`src/rtl/core/tlc_pkg.sv`:
```
// Shared constants and types for the three-level exclusive cache.
`default_nettype none
package tlc_pkg;
    localparam int unsigned L1_LINES_DEF      = 8;
    localparam int unsigned L2_LINES_DEF      = 16;
    localparam int unsigned L3_LINES_DEF      = 32;
    localparam int unsigned MEMORY_BLOCKS_DEF = 1024;

    localparam int unsigned ADDR_W  = 10;
    localparam int unsigned STAMP_W = 32;
    localparam int unsigned COST_W  = 11;

    localparam logic [1:0] LVL_L1  = 2'd0;
    localparam logic [1:0] LVL_L2  = 2'd1;
    localparam logic [1:0] LVL_L3  = 2'd2;
    localparam logic [1:0] LVL_MEM = 2'd3;

    // One cache line as stored in the level memories.
    typedef struct packed {
        logic               valid;
        logic [ADDR_W-1:0]  addr;
        logic               dirty;
        logic [STAMP_W-1:0] stamp;
    } line_t;

    // Result of a level scan.
    typedef struct packed {
        logic hit;
    } scan_flags_t;
endpackage
`default_nettype wire

```
`src/rtl/core/tlc_level.sv`:
```
// One cache level: line memory with a sequential search and victim scan.
`default_nettype none
module tlc_level #(
    parameter int unsigned LINES = 8
) (
    input  wire                         clk,
    input  wire                         rst_n,
    input  wire                         scan_start,
    input  wire  [tlc_pkg::ADDR_W-1:0]  scan_addr,
    output logic                        scan_done,
    output logic                        scan_hit,
    output logic [$clog2(LINES+1)-1:0]  hit_slot,
    output logic [$clog2(LINES+1)-1:0]  victim_slot,
    input  wire  [$clog2(LINES+1)-1:0]  rd_slot,
    output tlc_pkg::line_t              rd_line,
    input  wire                         wr_en,
    input  wire  [$clog2(LINES+1)-1:0]  wr_slot,
    input  wire  tlc_pkg::line_t        wr_line
);
    import tlc_pkg::*;

    localparam int unsigned IW = (LINES > 1) ? $clog2(LINES) : 1;
    localparam int unsigned CW = $clog2(LINES+1);
    localparam logic [CW-1:0] LAST = CW'(LINES - 1);

    line_t             mem [LINES];
    logic [LINES-1:0]  valid_reg;
    line_t             q_reg;
    logic              q_valid_reg;

    logic              busy_reg, rd_pend_reg;
    logic [CW-1:0]     idx_reg, ridx_reg;
    logic              hit_reg;
    logic [CW-1:0]     hit_slot_reg, best_reg;
    logic [STAMP_W-1:0] best_stamp_reg;
    logic              done_reg;

    logic [CW-1:0]     rport_slot;
    logic [IW-1:0]     rport_idx, wport_idx;
    line_t             cur;

    assign rport_slot = busy_reg ? idx_reg : rd_slot;
    assign rport_idx  = rport_slot[IW-1:0];
    assign wport_idx  = wr_slot[IW-1:0];

    always_ff @(posedge clk)
    begin
        if (wr_en)
        begin
            mem[wport_idx] <= wr_line;
        end
        q_reg <= mem[rport_idx];
    end

    always_ff @(posedge clk or negedge rst_n)
    begin
        if (!rst_n)
        begin
            valid_reg   <= '0;
            q_valid_reg <= 1'b0;
        end
        else
        begin
            q_valid_reg <= valid_reg[rport_idx];
            if (wr_en)
            begin
                valid_reg[wport_idx] <= 1'b1;
            end
        end
    end

    // Unwritten entries read as the reset line.
    always_comb
    begin
        cur = q_reg;
        if (!q_valid_reg)
        begin
            cur = '0;
        end
    end
    assign rd_line = cur;

    always_ff @(posedge clk or negedge rst_n)
    begin
        if (!rst_n)
        begin
            busy_reg       <= 1'b0;
            rd_pend_reg    <= 1'b0;
            idx_reg        <= '0;
            ridx_reg       <= '0;
            hit_reg        <= 1'b0;
            hit_slot_reg   <= '0;
            best_reg       <= '0;
            best_stamp_reg <= '0;
            done_reg       <= 1'b0;
        end
        else
        begin
            done_reg <= 1'b0;
            if (scan_start)
            begin
                busy_reg    <= 1'b1;
                rd_pend_reg <= 1'b0;
                idx_reg     <= '0;
                hit_reg     <= 1'b0;
                best_reg    <= '0;
            end
            else
            begin
                if (busy_reg)
                begin
                    rd_pend_reg <= 1'b1;
                    ridx_reg    <= idx_reg;
                    if (idx_reg == LAST)
                    begin
                        busy_reg <= 1'b0;
                    end
                    else
                    begin
                        idx_reg <= idx_reg + 1'b1;
                    end
                end
                else
                begin
                    rd_pend_reg <= 1'b0;
                end
                if (rd_pend_reg)
                begin
                    if (cur.valid && cur.addr == scan_addr && !hit_reg)
                    begin
                        hit_reg      <= 1'b1;
                        hit_slot_reg <= ridx_reg;
                    end
                    if (ridx_reg == '0)
                    begin
                        best_stamp_reg <= cur.stamp;
                    end
                    else if (!cur.valid || cur.stamp < best_stamp_reg)
                    begin
                        best_reg       <= ridx_reg;
                        best_stamp_reg <= cur.stamp;
                    end
                    if (ridx_reg == LAST)
                    begin
                        done_reg <= 1'b1;
                    end
                end
            end
        end
    end

    // Slot 0 empty: it stays the choice unless a later slot is also empty.
    assign scan_done   = done_reg;
    assign scan_hit    = hit_reg;
    assign hit_slot    = hit_slot_reg;
    assign victim_slot = best_reg;
endmodule
`default_nettype wire

```
`src/rtl/core/three_level_exclusive_lru_cache.sv`:
```
// Top level of the three-level exclusive cache; the victim is the line with the oldest stamp.
//
// Input channel s_axis: one word per access, tdata = {is_write, block_address}.
// Output channel m_axis: one word per access, tdata holds hit_level, l1_slot,
// access_cost, writeback_valid, writeback_block from the lowest bit up.
// Each level keeps its lines in a synchronous memory with one read port and
// one write port; every scan reads all lines of a level in turn, finding a
// hit and the victim at once. An access scans L1, then L2 on an L1 miss and
// L3 on an L2 miss, then reads and rewrites the lines that move. One
// access is in flight at a time, and the block returns to idle after each
// result before it takes the next access.
// The result sits in an output register; the next word is taken while it
// waits, but its result is held until the previous one has gone.
// Reset empties all levels at once (valid bits) and clears the access clock.
// A stalled receiver holds the output register, and the next access waits
// with its result until the register is free.
`default_nettype none
module three_level_exclusive_lru_cache #(
    parameter int unsigned L1_LINES      = tlc_pkg::L1_LINES_DEF,
    parameter int unsigned L2_LINES      = tlc_pkg::L2_LINES_DEF,
    parameter int unsigned L3_LINES      = tlc_pkg::L3_LINES_DEF,
    parameter int unsigned MEMORY_BLOCKS = tlc_pkg::MEMORY_BLOCKS_DEF
) (
    input  wire         clk,
    input  wire         rst_n,
    input  wire         s_axis_tvalid,
    output logic        s_axis_tready,
    input  wire  [15:0] s_axis_tdata,  // block_address[9:0], is_write[10]
    output logic        m_axis_tvalid,
    input  wire         m_axis_tready,
    output logic [31:0] m_axis_tdata   // hit_level[1:0], l1_slot[4:2],
                                       // access_cost[15:5], writeback_valid[16],
                                       // writeback_block[26:17]
);
    import tlc_pkg::*;

    localparam int unsigned C1 = $clog2(L1_LINES+1);
    localparam int unsigned C2 = $clog2(L2_LINES+1);
    localparam int unsigned C3 = $clog2(L3_LINES+1);
    localparam int unsigned CS = L1_LINES + L2_LINES + L3_LINES + MEMORY_BLOCKS;
    localparam logic [COST_W-1:0] K1 = COST_W'((L1_LINES > 2047) ? 2047 : L1_LINES);
    localparam logic [COST_W-1:0] K2 =
        COST_W'((L1_LINES + L2_LINES > 2047) ? 2047 : L1_LINES + L2_LINES);
    localparam logic [COST_W-1:0] K3 =
        COST_W'((L1_LINES + L2_LINES + L3_LINES > 2047) ? 2047
                : L1_LINES + L2_LINES + L3_LINES);
    localparam logic [COST_W-1:0] K4 = COST_W'((CS > 2047) ? 2047 : CS);

    typedef enum logic [11:0] {
        ST_IDLE  = 12'b000000000001,
        ST_S1    = 12'b000000000010,
        ST_S2    = 12'b000000000100,
        ST_S3    = 12'b000000001000,
        ST_MRD   = 12'b000000010000,
        ST_MFIX  = 12'b000000100000,
        ST_L3RD  = 12'b000001000000,
        ST_L3SW  = 12'b000010000000,
        ST_L2RD  = 12'b000100000000,
        ST_L2SW  = 12'b001000000000,
        ST_WR1   = 12'b010000000000,
        ST_OUT   = 12'b100000000000
    } state_t;

    state_t             state_reg;
    logic [ADDR_W-1:0]  addr_reg;
    logic               wr_reg;
    logic [STAMP_W-1:0] clock_reg;
    logic [1:0]         level_reg;
    logic [COST_W-1:0]  cost_reg;
    logic               wbv_reg;
    logic [ADDR_W-1:0]  wbb_reg;
    logic [C1-1:0]      slot1_reg;
    logic [C2-1:0]      slot2_reg;
    logic [C3-1:0]      slot3_reg;
    line_t              up_reg;     // line travelling upward
    logic               ov_reg;
    logic [31:0]        obuf_reg;

    logic st1, st2, st3;
    logic d1, d2, d3, h1, h2, h3;
    logic [C1-1:0] hs1, vs1, rs1, ws1;
    logic [C2-1:0] hs2, vs2, rs2, ws2;
    logic [C3-1:0] hs3, vs3, rs3, ws3;
    line_t rl1, rl2, rl3, wl1, wl2, wl3;
    logic we1, we2, we3;

    tlc_level #(.LINES(L1_LINES)) u_l1 (
        .clk(clk), .rst_n(rst_n), .scan_start(st1), .scan_addr(addr_reg),
        .scan_done(d1), .scan_hit(h1), .hit_slot(hs1), .victim_slot(vs1),
        .rd_slot(rs1), .rd_line(rl1), .wr_en(we1), .wr_slot(ws1), .wr_line(wl1));
    tlc_level #(.LINES(L2_LINES)) u_l2 (
        .clk(clk), .rst_n(rst_n), .scan_start(st2), .scan_addr(addr_reg),
        .scan_done(d2), .scan_hit(h2), .hit_slot(hs2), .victim_slot(vs2),
        .rd_slot(rs2), .rd_line(rl2), .wr_en(we2), .wr_slot(ws2), .wr_line(wl2));
    tlc_level #(.LINES(L3_LINES)) u_l3 (
        .clk(clk), .rst_n(rst_n), .scan_start(st3), .scan_addr(addr_reg),
        .scan_done(d3), .scan_hit(h3), .hit_slot(hs3), .victim_slot(vs3),
        .rd_slot(rs3), .rd_line(rl3), .wr_en(we3), .wr_slot(ws3), .wr_line(wl3));

    assign s_axis_tready = (state_reg == ST_IDLE);
    assign m_axis_tvalid = ov_reg;
    assign m_axis_tdata  = obuf_reg;

    logic [STAMP_W-1:0] clk_inc;
    assign clk_inc = clock_reg + 1'b1;

    always_comb
    begin
        st1 = 1'b0; st2 = 1'b0; st3 = 1'b0;
        we1 = 1'b0; we2 = 1'b0; we3 = 1'b0;
        rs1 = slot1_reg; rs2 = slot2_reg; rs3 = slot3_reg;
        ws1 = slot1_reg; ws2 = slot2_reg; ws3 = slot3_reg;
        wl1 = up_reg; wl2 = up_reg; wl3 = up_reg;
        unique case (state_reg)
            ST_IDLE: st1 = s_axis_tvalid;
            ST_S1:   st2 = d1 && !h1;
            ST_S2:
            begin
                st3 = d2 && !h2;
                rs2 = h2 ? hs2 : vs2;
            end
            ST_S3:
            begin
                rs3 = h3 ? hs3 : vs3;
            end
            ST_MRD:  ;
            ST_MFIX: ;
            ST_L3RD: rs2 = slot2_reg;
            ST_L3SW:
            begin
                // L2 victim down into the L3 slot; the block itself travels on in up_reg
                we3 = 1'b1;
                wl3 = rl2;
            end
            ST_L2RD: ;
            ST_L2SW:
            begin
                we2 = 1'b1;
                wl2 = rl1;
            end
            ST_WR1:
            begin
                // an L1 hit rewrites its own line, otherwise the arriving block
                we1 = 1'b1;
                wl1 = (level_reg == LVL_L1) ? rl1 : up_reg;
                wl1.dirty = wl1.dirty | wr_reg;
            end
            ST_OUT:  ;
            default: ;
        endcase
    end

    always_ff @(posedge clk or negedge rst_n)
    begin
        if (!rst_n)
        begin
            state_reg <= ST_IDLE;
            clock_reg <= '0;
            ov_reg    <= 1'b0;
        end
        else
        begin
            if (ov_reg && m_axis_tready && state_reg != ST_OUT)
            begin
                ov_reg <= 1'b0;
            end
            unique case (state_reg)
                ST_IDLE:
                begin
                    if (s_axis_tvalid)
                    begin
                        addr_reg  <= s_axis_tdata[ADDR_W-1:0];
                        wr_reg    <= s_axis_tdata[ADDR_W];
                        wbv_reg   <= 1'b0;
                        wbb_reg   <= '0;
                        state_reg <= ST_S1;
                    end
                end
                ST_S1:
                begin
                    if (d1)
                    begin
                        slot1_reg <= h1 ? hs1 : vs1;
                        if (h1)
                        begin
                            level_reg <= LVL_L1;
                            cost_reg  <= K1;
                            state_reg <= ST_L2RD;
                        end
                        else
                        begin
                            state_reg <= ST_S2;
                        end
                    end
                end
                ST_S2:
                begin
                    if (d2)
                    begin
                        slot2_reg <= h2 ? hs2 : vs2;
                        if (h2)
                        begin
                            level_reg <= LVL_L2;
                            cost_reg  <= K2;
                            state_reg <= ST_L2RD;
                        end
                        else
                        begin
                            state_reg <= ST_S3;
                        end
                    end
                end
                ST_S3:
                begin
                    if (d3)
                    begin
                        slot3_reg <= h3 ? hs3 : vs3;
                        level_reg <= h3 ? LVL_L3 : LVL_MEM;
                        cost_reg  <= h3 ? K3 : K4;
                        state_reg <= ST_MRD;
                    end
                end
                ST_MRD:
                begin
                    // L3 line at slot3 is now on rl3
                    state_reg <= ST_MFIX;
                end
                ST_MFIX:
                begin
                    if (level_reg == LVL_MEM)
                    begin
                        wbv_reg <= rl3.valid && rl3.dirty;
                        wbb_reg <= (rl3.valid && rl3.dirty) ? rl3.addr : '0;
                        up_reg  <= '{valid: 1'b1, addr: addr_reg, dirty: 1'b0,
                                     stamp: '0};
                    end
                    else
                    begin
                        up_reg <= rl3;
                    end
                    state_reg <= ST_L3RD;
                end
                ST_L3RD: state_reg <= ST_L3SW;
                ST_L3SW: state_reg <= ST_L2RD;
                ST_L2RD:
                begin
                    if (level_reg == LVL_L1)
                    begin
                        state_reg <= ST_WR1;
                    end
                    else
                    begin
                        if (level_reg == LVL_L2)
                        begin
                            up_reg <= rl2;
                        end
                        state_reg <= ST_L2SW;
                    end
                end
                ST_L2SW:
                begin
                    // rl1 and rl2 valid after ST_L2RD read
                    up_reg.stamp <= clk_inc;
                    clock_reg    <= clk_inc;
                    state_reg    <= ST_WR1;
                end
                ST_WR1:
                begin
                    state_reg <= ST_OUT;
                end
                ST_OUT:
                begin
                    if (!ov_reg || m_axis_tready)
                    begin
                        ov_reg    <= 1'b1;
                        obuf_reg  <= {5'd0, wbb_reg, wbv_reg, cost_reg,
                                      3'(slot1_reg), level_reg};
                        state_reg <= ST_IDLE;
                    end
                end
                default: state_reg <= ST_IDLE;
            endcase
        end
    end
endmodule
`default_nettype wire

```
`config.mk`:
```
export PLATFORM = sky130hd
export DESIGN_NAME = three_level_exclusive_lru_cache
export DESIGN_NICKNAME = d
export VERILOG_FILES = /design/src/rtl/core/tlc_pkg.sv /design/src/rtl/core/tlc_level.sv /design/src/rtl/core/three_level_exclusive_lru_cache.sv
export SDC_FILE = /design/constraint.sdc
export NUM_CORES = 2
export LEC_CHECK = 0
export ABC_CLOCK_PERIOD_IN_PS = 5900
export BUFFER_PORTS_ARGS = -buffer_cell sky130_fd_sc_hd__buf_2
export CORE_ASPECT_RATIO = 1.1
export CORE_MARGIN = 3
export CORE_UTILIZATION = 43
export DETAILED_ROUTE_END_ITERATION = 16
export SLEW_MARGIN = 10
export SYNTH_ARGS = -nofsm -noshare
export SYNTH_HDL_FRONTEND = slang
export SYNTH_HIERARCHICAL = 1
export SYNTH_SLANG_ARGS = --single-unit
```
`constraint.sdc`:
```
create_clock -name clk -period 5.9 [get_ports clk]
set_input_delay 0.885 -clock clk [delete_from_list [all_inputs] [get_ports clk]]
set_output_delay 0.885 -clock clk [all_outputs]
set_load 0.005 [all_outputs]
```
After elaboration in Yosys (flattened, before gate mapping)
Memory sizes are Yosys's and may differ from the RTL's. A register that Yosys moved wholly into a read port is not among the register bits. Cells that the tools add are included.

Bits in registers: 384. Bits in latches: 0. Memory bits (writable): 2464. Bits in read-only memories: 0. Output and inout bits: 34. Logic and storage cells: 329. Memories: 3.

$add $sub $neg: 4. Multiply operators: 0. Divide/modulo/power cells: 0. Magnitude comparators: 12. Eq/ne operators: 40. Shift operators: 0. Mux-type cells: 137. Bitwise operators: 7. Reduce and logical (&&, ||, !) cells: 76.

Memory list: u_l3.mem (words 32, width 44, read ports 1, clocked after memory_dff 1, write ports 1, line tlc_level.sv:26) `line_t mem [LINES];`; u_l2.mem (words 16, width 44, read ports 1, clocked after memory_dff 1, write ports 1, line tlc_level.sv:26); u_l1.mem (words 8, width 44, read ports 1, clocked after memory_dff 1, write ports 1, line tlc_level.sv:26).

Operator list (count): $mux W44 (10); $mux W32 (6); $pmux W12 S12 (1); $lt A32 B32 Y1 (3); $pmux W32 S3 (1); $mux W11 (7); $mux W12 (5); $mux W1 (57); $mux W5 (10); $reduce_and A3 Y1 (14); $mux W4 (10); $reduce_bool A2 Y1 (17); $pmux W11 S3 (1); $add A32 B1 Y32 const B (1); $or A32 B32 Y32 (1); $eq A10 B10 Y1 (3); $mux W10 (3); $pmux W12 S2 (1); $ne A2 B2 Y1 const B (11); $pmux W10 S2 (1); $mux W3 (6); $mux W6 (3); $mux W9 (2); $reduce_and A2 Y1 (9); other kinds (52) (93).

Logic depth before layout (Yosys ltp)
Word-level depth: 7. Gate-level depth with buffers: 14. Depth with buffers taken out: 10.

Cells and area by module
Netlist, hierarchy kept.

Modules (own cells, without submodules): tlc_level at u_l3 (times used 1, cells each 2621, area each 59404.5 um2, sequential area each 45488.6 um2); tlc_level at u_l2 (times used 1, cells each 1623, area each 31865.6 um2, sequential area each 23847.9 um2); tlc_level at u_l1 (times used 1, cells each 928, area each 17875.9 um2, sequential area each 12977.4 um2); three_level_exclusive_lru_cache (times used 1, cells each 963, area each 8982.4 um2, sequential area each 4220.3 um2).

Worst setup path after synthesis
No wires, ideal clock.

Path type: register -> register. From: register state_reg[7]. To: memory u_l2/mem[0][0] (netlist bit), enable pin. Arrival time: 4.952 ns. Path slack: 0.446 ns. Cell stages (with the launch flop): 7. Cell sequence: dfrtp_1 > buf_2 > nor4_1 > nand3_1 > clkinv_1 > or3b_2 > nor3_1.

Longest elaborated chain between the ends: 4.

Ends and longest elaborated chain: from (decl) (line three_level_exclusive_lru_cache.sv:64) `state_t state_reg;`; from (signal assigned) (line three_level_exclusive_lru_cache.sv:157) `state_reg <= ST_IDLE;`; from (signal assigned) (line three_level_exclusive_lru_cache.sv:176) `state_reg <= ST_S1;`; from (signal assigned) (line three_level_exclusive_lru_cache.sv:188) `state_reg <= ST_L2RD;`; $eq A12 B10 Y1 (line three_level_exclusive_lru_cache.sv:114) `unique case (state_reg)`; $mux W1 (line three_level_exclusive_lru_cache.sv:114); named net we2 (line three_level_exclusive_lru_cache.sv:85) `logic we1, we2, we3;`; $mux W1 (line tlc_level.sv:48) `if (wr_en)`; $mux W1 (not written as such) (line tlc_level.sv:50) `mem[wport_idx] <= wr_line;`; to (decl) (line tlc_level.sv:26).

The timed path passes the listed nets, and every way through them passes these cells.

Worst setup path after layout
From: register state_reg[8]. To: register, netlist name u_l3/q_reg[25].

Longest elaborated chain between the ends: 3.

Ends and longest elaborated chain: $eq A12 B4 Y1 (line three_level_exclusive_lru_cache.sv:114); $mux W5 (line three_level_exclusive_lru_cache.sv:114); named net rs3[0] (line three_level_exclusive_lru_cache.sv:83) `logic [C3-1:0] hs3, vs3, rs3, ws3;`; $mux W5 (line tlc_level.sv:42) `assign rport_slot = busy_reg ? idx_reg : rd_slot;`.

The timed path passes the listed nets, and every way through them passes these cells. A chain may end at the register's enable or synchronous reset.

==> impl_metrics.yaml <==
timing:
  finalHoldViolations: 0
  post-route-period-util: 0.816
  period_needed_ns: 4.81
  setup_violations: 0
  fin_setup_tns_ns: 0
  max_freq_mhz: 208
  worst_clock_skew_ns: 0.0511
  hold_slack_ns: 0.142
  worstMarginPinSlew_ns: 1.26
  drv_slew: 0
  slew_headroom: 0.161
  rsz0062_at_grt: "false"
cells_and_area:
  reg_top3: "u_l3/mem: 1408 flops, u_l2/mem: 704 flops, u_l1/mem: 352 flops"
  syn2layout_area_growth_pct: 13.4
  layout-drive-gt1-share: 0.255
  nets: 6465
  largest_register_ffs: 1408
  top_register: "u_l3/mem"
placement:
  dpl.hpwl_um: 170000
  port_buffers: 35
  gp_congestion: 0.818
synthesis:
  syn_avg_cell_area_um2: 19.3
  synthesis.instances: 6109
  syn_area_um2: 118000
  ys.warnings.count: 6
floorplan:
  die_w_um: 505
  die-area_um2: 280000
  core_area_um2: 271000
  die_h_um: 555
  start_util: 0.434
  rows: 200
  io_pins: 54
global_route:
  grt_overflow_total: 0
  antenna_found_initial: 22
  grt_usage: 0.212
  grt_pass1_wl_um: 431000
  grt_pass1_vias: 60600
  grt_max_degree: 136
worst_setup_path:
  end_kind: "flop"
  crit_arrival_ns: 5.61
  cp.required_ns: 6.70
  start_kind: "flop"
  crit_type: "reg2reg"
  worstPathMaxFanout: 25
status:
  status: "finished clean"
route:
  totalWireLength_um: 297000
  routedWlPerCell_um: 29.0
  vias_per_cell: 5.75
  dr_total_vias: 58800
  drtAntennaViolNets: 0
  drc: 0
  first_pass_iters: 6
  drt_iter0_drc: 5895
power:
  power.density_nw_per_um2: 356
  irDropWorstVdd_mv: 0.355
  p_leak_nw: 45.6
clocking:
  cts_setup_buffers: 0
  clk_latency_ns: 0.95
  cts-hold-fix-buffers: 1
  cts_buffers: 316
  root_buffer: "clkbuf_16"
  clockBufferDepth: 4
  h-tree-depth: 5
  clkSlewWorstSetupHoldPaths_ns: 0.06
  clock_sink_count: 2962
  ctsResizeCount: 0
  cts_tree: "done"
hold_path:
  hp-class: "in2reg"
flow_run:
  max-cap-violations: 0
-- metrics by stage --
stage,utilization,area [um^2],setup slack [ns],std cells,power [mW]
2_1_floorplan,-,118000,0.446,6120,27.2
3_3_place_gp,0.455,123000,1.17,9663,28.7
3_5_place_dp,0.455,123000,1.16,9663,28.7
4_1_cts,0.492,134000,1.13,10200,48.0
5_1_grt,0.492,134000,0.829,10200,49.2
6_report,0.492,134000,1.09,10200,47.6
-- routing by layer --
metal  GRT usage  part of all wire
met4      0.0597             0.026
met3      0.0331             0.060
met1       0.285              0.41
met5           0                 0
met2       0.358              0.51
-- critical path: stages (launching register included) --
cell     delay (ns)
dfrtp_1        0.47
nor4_2         0.44
nand3_1        0.29
or3_1          0.41
buf_4          0.19
mux2_2         0.30
mux2i_4        0.78
buf_12         0.27
buf_12         0.25
mux4_2         0.55
mux4_2         0.47
nand2_1        0.15
nand2_1        0.07
-- final timing paths --
check | start | endpoint | slack, ns | cells past startpoint
hold / removal | s_axis_tdata[8] | addr_reg[8] | 0.14 | 1
setup reg to reg | state_reg[8] | u_l3/q_reg[25] | 1.09 | 12
min in group asynchronous | rst_n | u_l1/q_valid_reg | 0.54 | 2
hold reg to reg | wbb_reg[2] | m_axis_tdata[19] | 0.42 | 0
setup / recovery | state_reg[8] | u_l3/q_reg[25] | 1.09 | 12
max in group asynchronous | rst_n | u_l3/q_valid_reg | 3.87 | 3
-- power breakdown --
group | leakage (nW) | switching (mW) | internal (mW) | total, mW
clock network | 4.93 | 7.85 | 11.5 | 19.3
registers | 28.1 | 0.545 | 23.0 | 23.5
logic | 12.6 | 2.48 | 2.28 | 4.75
total | 45.6 | 10.9 | 36.7 | 47.6
-- area by class of cell --
type	instances	area, um^2
Antenna cell	11	27.5
Clock buffer	430	8740
Clock inverter	129	1310
Fill cell	22200	138000
Inverter	125	469
Multi-Input combinational cell	2726	30000
Sequential cell	2962	86300
Tap cell	3636	4550
Timing Repair Buffer	215	2200
-- placed cells by master, fill, tap and decap left out, types with 27 or more instances in the layout --
cell type	n
mux4_2	720
edfxtp_1	2564
and2_1	187
nor2_1	85
dfrtp_1	263
clkbuf_1	80
a21oi_1	39
a22oi_1	37
nor2_4	50
ha_1	99
xnor2_1	56
or2_2	35
clkbuf_8	28
nand3_1	34
nand4_1	46
buf_12	53
o21ai_0	77
xor2_1	29
clkinv_2	50
clkinv_1	41
nand2b_1	46
nand2_1	583
inv_1	123
a31oi_1	51
a211oi_1	55
buf_2	34
buf_4	126
or2_1	27
mux2_1	70
dfxtp_1	132
mux2_2	150
clkbuf_16	322
Power figures use the tool's default switching activity.
